## src/rtl/core/bida_pkg.sv

```systemverilog
`timescale 1ns / 1ps
// ----------------------------------------------------------------------------
// bida_pkg: shared types for the bitmap identifier allocator
// request and result codes, controller states and the command and status
// bundles between controller and datapath
// ----------------------------------------------------------------------------
package bida_pkg;

    // request kind, carried on s_tuser
    typedef enum logic {
        OP_ALLOC   = 1'b0,
        OP_RELEASE = 1'b1
    } op_t;

    // result status, carried on m_tuser
    typedef enum logic [1:0] {
        STAT_OK   = 2'd0,
        STAT_FULL = 2'd1,
        STAT_BAD  = 2'd2
    } status_t;

    typedef enum logic [1:0] {
        S_CLEAR,
        S_IDLE,
        S_LOOKUP,
        S_MODIFY
    } state_t;

    localparam int SLOT_W    = 12;
    localparam int GRANT_W   = 11;
    localparam int BIT_IDX_W = 6;
    localparam int MAP_W     = 64;

    // controller to datapath
    typedef struct packed {
        logic clear;      // write a zero row at the clear counter
        logic accept;     // latch the incoming request
        logic lookup;     // pick the row and read it
        logic emit_full;  // load a full result
        logic emit_bad;   // load an out-of-range result
        logic commit;     // write back row and summary, load an ok result
    } dp_cmd_t;

    // datapath to controller
    typedef struct packed {
        logic clr_last;
        logic any_free;
        logic slot_bad;
        logic op_release;
        logic out_free;
    } dp_stat_t;

endpackage

```

## src/rtl/core/bida_ctrl.sv

```systemverilog
`timescale 1ns / 1ps
// ----------------------------------------------------------------------------
// bida_ctrl: allocator sequencer
// runs the clearing pass after reset, then walks each request through
// lookup and modify, holding when the result register is occupied
// ----------------------------------------------------------------------------
module bida_ctrl (
    input  logic               aclk,
    input  logic               aresetn,
    input  logic               in_valid,
    output logic               in_ready,
    input  bida_pkg::dp_stat_t stat,
    output bida_pkg::dp_cmd_t  cmd
);
    import bida_pkg::*;

    state_t state_reg;
    state_t state_next;

    always_ff @(posedge aclk) begin
        if (!aresetn) begin
            state_reg <= S_CLEAR;
        end else begin
            state_reg <= state_next;
        end
    end

    always_comb begin
        state_next = state_reg;
        case (state_reg)
            S_CLEAR: begin
                if (stat.clr_last) begin
                    state_next = S_IDLE;
                end
            end
            S_IDLE: begin
                if (in_valid) begin
                    state_next = S_LOOKUP;
                end
            end
            S_LOOKUP: begin
                if (stat.op_release ? stat.slot_bad : !stat.any_free) begin
                    if (stat.out_free) begin
                        state_next = S_IDLE;
                    end
                end else begin
                    state_next = S_MODIFY;
                end
            end
            S_MODIFY: begin
                if (stat.out_free) begin
                    state_next = S_IDLE;
                end
            end
            default: begin
                state_next = S_CLEAR;
            end
        endcase
    end

    always_comb begin
        cmd      = '0;
        in_ready = 1'b0;
        case (state_reg)
            S_CLEAR: begin
                cmd.clear = 1'b1;
            end
            S_IDLE: begin
                in_ready   = 1'b1;
                cmd.accept = in_valid;
            end
            S_LOOKUP: begin
                if (stat.op_release) begin
                    if (stat.slot_bad) begin
                        cmd.emit_bad = stat.out_free;
                    end else begin
                        cmd.lookup = 1'b1;
                    end
                end else begin
                    if (!stat.any_free) begin
                        cmd.emit_full = stat.out_free;
                    end else begin
                        cmd.lookup = 1'b1;
                    end
                end
            end
            S_MODIFY: begin
                cmd.commit = stat.out_free;
            end
            default: begin
                cmd = '0;
            end
        endcase
    end

endmodule

```

## src/rtl/core/bida_dp.sv

```systemverilog
`timescale 1ns / 1ps
// ----------------------------------------------------------------------------
// bida_dp: allocator datapath
// used-bit memory of 64-bit rows, per-row full summary, the two priority
// encoders and the result register
// ----------------------------------------------------------------------------
module bida_dp #(
    parameter int ID_COUNT = 2048
) (
    input  logic                                aclk,
    input  logic                                aresetn,
    input  bida_pkg::dp_cmd_t                   cmd,
    output bida_pkg::dp_stat_t                  stat,
    input  logic                                in_op,
    input  logic [bida_pkg::SLOT_W-1:0]         in_slot_id,
    input  logic                                out_ready,
    output logic                                out_valid,
    output logic [bida_pkg::GRANT_W-1:0]        out_granted_id,
    output logic [1:0]                          out_status
);
    import bida_pkg::*;

    localparam int ID_WORDS   = (ID_COUNT + MAP_W - 1) / MAP_W;
    localparam int WORD_AW    = (ID_WORDS > 1) ? $clog2(ID_WORDS) : 1;
    localparam int LAST_VALID = ID_COUNT - (ID_WORDS - 1) * MAP_W;
    localparam logic [MAP_W-1:0] PAD_LAST =
        (LAST_VALID >= MAP_W) ? '0 : ~((MAP_W'(1) << LAST_VALID) - MAP_W'(1));
    localparam logic [WORD_AW-1:0] LAST_WORD = WORD_AW'(ID_WORDS - 1);

    logic [MAP_W-1:0]    used_mem [ID_WORDS];
    logic [ID_WORDS-1:0] summary_reg;
    logic [WORD_AW-1:0]  clr_cnt_reg;
    logic                op_reg;
    logic [SLOT_W-1:0]   slot_reg;
    logic [WORD_AW-1:0]  word_idx_reg;
    logic [MAP_W-1:0]    rd_word_reg;
    logic                out_valid_reg;
    logic [GRANT_W-1:0]  granted_reg;
    logic [1:0]          status_reg;

    logic                free_found;
    logic [WORD_AW-1:0]  free_word;
    logic [WORD_AW-1:0]  slot_word;
    logic [WORD_AW-1:0]  rd_addr;
    logic [MAP_W-1:0]    pad;
    logic [MAP_W-1:0]    seen_word;
    logic [BIT_IDX_W-1:0] free_bit;
    logic [BIT_IDX_W-1:0] mod_bit;
    logic [MAP_W-1:0]    new_word;
    logic                row_full;
    logic                slot_bad;
    logic                out_free;
    logic                mem_we;
    logic [WORD_AW-1:0]  wr_addr;
    logic [MAP_W-1:0]    wr_data;

    // lowest row whose summary bit says it still has room
    always_comb begin
        free_found = 1'b0;
        free_word  = '0;
        for (int w = ID_WORDS - 1; w >= 0; w--) begin
            if (!summary_reg[w]) begin
                free_found = 1'b1;
                free_word  = WORD_AW'(w);
            end
        end
    end

    assign slot_bad  = 32'(slot_reg) >= 32'(ID_COUNT);
    assign slot_word = WORD_AW'(slot_reg >> BIT_IDX_W);
    assign rd_addr   = (op_reg == OP_RELEASE) ? slot_word : free_word;

    // padding bits past the last identifier count as used
    assign pad       = (word_idx_reg == LAST_WORD) ? PAD_LAST : '0;
    assign seen_word = rd_word_reg | pad;

    // lowest clear bit of the row
    always_comb begin
        free_bit = '0;
        for (int b = MAP_W - 1; b >= 0; b--) begin
            if (!seen_word[b]) begin
                free_bit = BIT_IDX_W'(b);
            end
        end
    end

    assign mod_bit  = (op_reg == OP_RELEASE) ? slot_reg[BIT_IDX_W-1:0] : free_bit;
    assign new_word = (op_reg == OP_RELEASE) ?
                      (rd_word_reg & ~(MAP_W'(1) << mod_bit)) :
                      (rd_word_reg |  (MAP_W'(1) << mod_bit));
    assign row_full = &(new_word | pad);

    assign out_free = !out_valid_reg || out_ready;
    assign mem_we   = cmd.clear || cmd.commit;
    assign wr_addr  = cmd.clear ? clr_cnt_reg : word_idx_reg;
    assign wr_data  = cmd.clear ? '0 : new_word;

    always_ff @(posedge aclk) begin
        if (mem_we) begin
            used_mem[wr_addr] <= wr_data;
        end
        if (cmd.lookup) begin
            rd_word_reg <= used_mem[rd_addr];
        end
    end

    always_ff @(posedge aclk) begin
        if (!aresetn) begin
            summary_reg <= '0;
            clr_cnt_reg <= '0;
        end else begin
            if (cmd.clear) begin
                clr_cnt_reg <= clr_cnt_reg + WORD_AW'(1);
            end
            if (cmd.commit) begin
                summary_reg[word_idx_reg] <= row_full;
            end
        end
    end

    always_ff @(posedge aclk) begin
        if (cmd.accept) begin
            op_reg   <= in_op;
            slot_reg <= in_slot_id;
        end
        if (cmd.lookup) begin
            word_idx_reg <= rd_addr;
        end
    end

    always_ff @(posedge aclk) begin
        if (!aresetn) begin
            out_valid_reg <= 1'b0;
        end else if (cmd.commit || cmd.emit_full || cmd.emit_bad) begin
            out_valid_reg <= 1'b1;
        end else if (out_ready) begin
            out_valid_reg <= 1'b0;
        end
    end

    always_ff @(posedge aclk) begin
        if (cmd.commit) begin
            granted_reg <= (op_reg == OP_RELEASE) ? '0 :
                           GRANT_W'({word_idx_reg, free_bit});
            status_reg  <= STAT_OK;
        end else if (cmd.emit_full) begin
            granted_reg <= '0;
            status_reg  <= STAT_FULL;
        end else if (cmd.emit_bad) begin
            granted_reg <= '0;
            status_reg  <= STAT_BAD;
        end
    end

    assign stat.clr_last   = clr_cnt_reg == LAST_WORD;
    assign stat.any_free   = free_found;
    assign stat.slot_bad   = slot_bad;
    assign stat.op_release = op_reg == OP_RELEASE;
    assign stat.out_free   = out_free;

    assign out_valid      = out_valid_reg;
    assign out_granted_id = granted_reg;
    assign out_status     = status_reg;

endmodule

```

## src/rtl/core/bitmap_id_allocator.sv

```systemverilog
`timescale 1ns / 1ps
// ----------------------------------------------------------------------------
// bitmap_id_allocator: lowest-free identifier allocator
// one used bit per identifier, searched through a per-row full summary
// ----------------------------------------------------------------------------
// usage
//   s_ channel takes one request word: s_tuser is the kind (allocate or
//   release), s_tdata[11:0] is the identifier to release (ignored on
//   allocate)
//   m_ channel returns one result word per request: m_tdata[10:0] is the
//   granted identifier (zero unless an allocate succeeded), m_tuser is the
//   status (ok, no free identifier, released identifier out of range)
//   a request touching the bitmap runs accept, summary encode and row
//   read, then row encode and write-back; a full or out-of-range
//   rejection loads its result at the lookup step; the single-port row
//   memory and the read-modify-write of one row bound the rate at one
//   request in flight, so s_tready is high only in the idle state
//   the result sits in an output register; the next request is taken
//   while it waits, and only the final step holds if m_tready stays low
//   after reset the block clears the row memory one row a cycle, all
//   ceil(ID_COUNT / 64) rows, with s_tready low
// ----------------------------------------------------------------------------
module bitmap_id_allocator #(
    parameter int ID_COUNT = 2048
) (
    input  logic        aclk,
    input  logic        aresetn,
    input  logic        s_tvalid,
    output logic        s_tready,
    input  logic [15:0] s_tdata,   // [11:0] slot_id, [15:12] zero
    input  logic [0:0]  s_tuser,   // [0] op
    output logic        m_tvalid,
    input  logic        m_tready,
    output logic [15:0] m_tdata,   // [10:0] granted_id, [15:11] zero
    output logic [1:0]  m_tuser    // [1:0] status
);
    import bida_pkg::*;

    dp_cmd_t             cmd;
    dp_stat_t            stat;
    logic [GRANT_W-1:0]  granted_id;

    // sequencer: clearing pass, then accept, lookup and modify
    bida_ctrl u_ctrl (
        .aclk     (aclk),
        .aresetn  (aresetn),
        .in_valid (s_tvalid),
        .in_ready (s_tready),
        .stat     (stat),
        .cmd      (cmd)
    );

    // bitmap memory, summary bits, encoders and result register
    bida_dp #(
        .ID_COUNT (ID_COUNT)
    ) u_dp (
        .aclk           (aclk),
        .aresetn        (aresetn),
        .cmd            (cmd),
        .stat           (stat),
        .in_op          (s_tuser[0]),
        .in_slot_id     (s_tdata[SLOT_W-1:0]),
        .out_ready      (m_tready),
        .out_valid      (m_tvalid),
        .out_granted_id (granted_id),
        .out_status     (m_tuser)
    );

    // pad the grant up to a whole number of bytes
    assign m_tdata = 16'(granted_id);

endmodule

```

## config.mk

```make
export PLATFORM = sky130hd
export DESIGN_NAME = bitmap_id_allocator
export DESIGN_NICKNAME = d
export VERILOG_FILES = /design/src/rtl/core/bida_pkg.sv /design/src/rtl/core/bida_ctrl.sv /design/src/rtl/core/bida_dp.sv /design/src/rtl/core/bitmap_id_allocator.sv
export SDC_FILE = /design/constraint.sdc
export NUM_CORES = 2
export LEC_CHECK = 0
export ABC_AREA = 1
export BUFFER_PORTS_ARGS = -buffer_cell sky130_fd_sc_hd__buf_2
export CAP_MARGIN = 20
export CORE_MARGIN = 1
export CORE_UTILIZATION = 30
export CTS_BUF_LIST = sky130_fd_sc_hd__clkbuf_8
export CTS_CLUSTER_DIAMETER = 60
export CTS_CLUSTER_SIZE = 14
export DETAILED_ROUTE_END_ITERATION = 10
export MAX_ROUTING_LAYER = met4
export SLEW_MARGIN = 20
export SYNTH_ARGS = -nofsm -noshare
export SYNTH_HDL_FRONTEND = slang
export SYNTH_SLANG_ARGS = --single-unit
```

## constraint.sdc

```tcl
create_clock -name aclk -period 6.4 [get_ports aclk]
set_clock_uncertainty 0.2 [all_clocks]
set_input_delay 0.64 -clock aclk [delete_from_list [all_inputs] [get_ports aclk]]
set_output_delay 0.64 -clock aclk [all_outputs]
set_load 0.02 [all_outputs]
```

==> out/metrics.yaml <==
cts:
  numCtsBuffers: 183
  root_buffer: "clkbuf_8"
  clockBufferDepth: 3
  cts_sinks: 2183
  clk_latency_ns: 1.00
  htreeDepth: 4
  clkSlewWorstSetupHoldPaths_ns: 0.08
  cts_tree: "yes"
routing:
  drc_errors: 0
  viasPerCell: 5.32
  first_pass_iters: 5
  antenna_left: 0
  num_vias: 58934
  post_drt_wl_per_cell_um: 23.5
  wirelength_mm: 261
  dr.first_iter.drc_count: 6790
pwr:
  pwr-share-comb_pct: 1.3
  p_total_w: 0.0234
  p_leak_nw: 30.5
  switching_share_pct: 20.7
  p_int_w: 0.0186
  powerDensity_mw_per_mm2: 236
  pwr-share-clk_pct: 32.0
  p_switching_w: 0.00485
  pwr-share-seq_pct: 66.7
  ir_worst_vdd_mv: 0.208
worst_setup_path:
  critPathSlowestCell: "edfxtp_1"
  cp_data_required_time_ns: 7.10
  crit_type: "reg -> reg"
  worst-path-buf-inv: 5
  startpoint: "u_dp.rd_word_reg[63]$_DFFE_PP_"
  critPathArrivalTime_ns: 6.92
  end_kind: "flop"
  setup.worst_path.start_class: "flop"
  crit_family: "simple AND/OR/NAND/NOR gates"
  crit_fanout: 8
  critical-path-max-stage-delay_ns: 0.42
  reg2reg_from: "u_dp.rd_word_reg[63]$_DFFE_PP_"
  crit_top_cell: "nand3_1"
global_routing:
  grt_max_degree: 136
  grt-ovfl-total: 0
  grt_usage_pct: 17.5
  grt_pass1_vias: 54776
  antenna_found_initial: 7
  grt_pass1_wl_mm: 375
yosys:
  ys_seq_area_share_pct: 74.0
  synth_fa_ha_area_share_pct: 0.0284
  synth_ff_type: "edfxtp_1"
  synth_mux_area_share_pct: 0
  synth_top_family_by_area: "simple AND/OR/NAND/NOR gates"
  synth_compound_area_share_pct: 11.3
  synth.distinct_cells: 40
  yosysWarnings: 0
  synth-xor-area-share_pct: 0
  synth-seq-cells: 2183
  synth_top_area_cell: "edfxtp_1"
  synth-simple-area-share_pct: 12.1
  netlist_top_cells_count: "edfxtp_1, nor2_1, o21ai_0"
  synth.most_common_cell: "edfxtp_1"
  synthesis.area_mm2: 0.0880
  synth_edf_count: 2141
  async_flop_share_pct: 0
  syn_inst: 7038
  synth.area.top_cells: "edfxtp_1, nor2_1, o32ai_1"
  synth.avg_cell_area_um2: 12.5
  synthDominantCellAreaShare_pct: 73.0
cells_and_area:
  fill_cells: 28326
  drive_gt1_share_pct: 10.6
  finalInstanceArea_mm2: 0.0993
  largest_register_ffs: 2048
  areaGrowthSynthToFinish_pct: 12.8
  final_net_count: 7149
  final_cells: 11086
timing:
  rsz0062_at_grt: "true"
  slew_headroom_pct: 20.3
  max_freq_mhz: 161
  maxSlewViolCount: 0
  period_share_pct: 97.1
  finalSetupViolations: 0
  min_period_ns: 6.21
  finalSetupTns_ns: 0
  setup_slack_ns: 0.186
  hold_viol: 0
  worstMarginPinSlew_ns: 1.20
floorplan:
  die_h_um: 544
  core.rowCount: 198
  core_area_mm2: 0.291
  dieWidth_um: 544
  start_util_pct: 30.2
  io_pins: 41
  dieArea_mm2: 0.296
placed_design:
  gp_congestion: 0.899
  postPlaceCellArea_mm2: 0.0952
  dp_hpwl_mm: 135
  portBuffers: 31
  dpl.cell_count: 10790
  place_ws_ns: 0.182
min_path:
  min_path_type: "in -> reg"
  hp-start: "s_tdata[7]"
run:
  maxCapViolCount: 0
outcome:
  outcome: "finished, final reports clean"
## power groups by stage
stage / sequential, W / combinational (W) / clock, W
final: 0.0156 / 0.000309 / 0.00749
after detailed placement: 0.0160 / 0.000298 / 0
after global placement: 0.0160 / 0.000293 / 0
after floorplan: 0.0160 / 0.000136 / 0
after global routing: 0.0157 / 0.000320 / 0.00811
after CTS: 0.0156 / 0.000306 / 0.00765
## timing repair
| action | CTS | global route |
|---|---|---|
| setup endpoints to repair | 0 | 1627 |
| setup buffers | 0 | 14 |
| endpoints found under the hold margin | 67 | 0 |
| hold buffers | 18 | 0 |
| gates resized for setup | 0 | 84 |
## worst reg2reg max path: cells and delay by family, from the launching register on
family | cells | cell delay (ns)
AO/OA/AOI/OAI | 5 | 0.77
flip-flops | 1 | 0.42
buffers and inverters | 5 | 1.03
AND/OR/NAND/NOR | 38 | 3.70
## final cells by class
class / count / area [um2] / share of cell area [%]
clock buffers: 188 / 2590 / 2.61
clock inverters: 52 / 473 / 0.476
inverters: 120 / 473 / 0.476
well taps: 3900 / 4880 / 4.91
multi-input cells: 4257 / 21300 / 21.4
flip-flops and latches: 2183 / 65100 / 65.6
repair buffers: 381 / 4450 / 4.48
diodes: 5 / 12.5 / 0.0126
## worst paths after layout
check,cells after the start,to,slack (ns)
max,48,u_dp.summary_reg[24]$_SDFFE_PN0P_,0.19
min,2,u_dp.slot_reg[7]$_DFFE_PP_,0.19
max reg2reg,48,u_dp.summary_reg[24]$_SDFFE_PN0P_,0.19
min reg2reg,2,u_dp.out_status[0]$_SDFFE_PP0P_,0.30
## metal layers
metal / track usage, % / vias to the layer above / share of wire (%)
met2: 27.6 / 2533 / 47
met4: 4.28 / 0 / 2.1
met5: - / - / 0
met1: 23.9 / 30127 / 43
li1: - / 25884 / -
met3: 2.30 / 390 / 8.0
## cells by family (layout without fill, tap and decap cells)
family / count (synthesis) / in the layout
DFF: 2183 / 2183
other: 1 / 10
and+or+nand+nor: 2719 / 2719
buffers and inverters: 602 / 741
adders and majority gates: 2 / 2
AOI/OAI and AO/OA: 1531 / 1531
## stage by stage
| step | hold WS, ns | util (%) |
|---|---|---|
| after floorplan | 0.265 | - |
| after global placement | 0.267 | 32.7 |
| after detailed placement | 0.275 | 32.7 |
| after CTS | 0.0283 | 33.8 |
| after global routing | 0.146 | 34.1 |
| final | 0.187 | 34.1 |
## placed cells by master (no fill, tap or decap), drive strengths merged, types with 7 or more instances in the layout
master and count:
edfxtp 2141, nor2 2038, o21ai 824, nand2 515, o32ai 510, buf 350
clkbuf 201, inv 142, o22ai 127, nand3 111, dfxtp 42, a21oi 42
nand4 31, dlygate4sd3 18, clkinv 18, nor4 13, nor3 10, clkinvlp 7
Note: power is estimated with default switching activity, not from simulation.
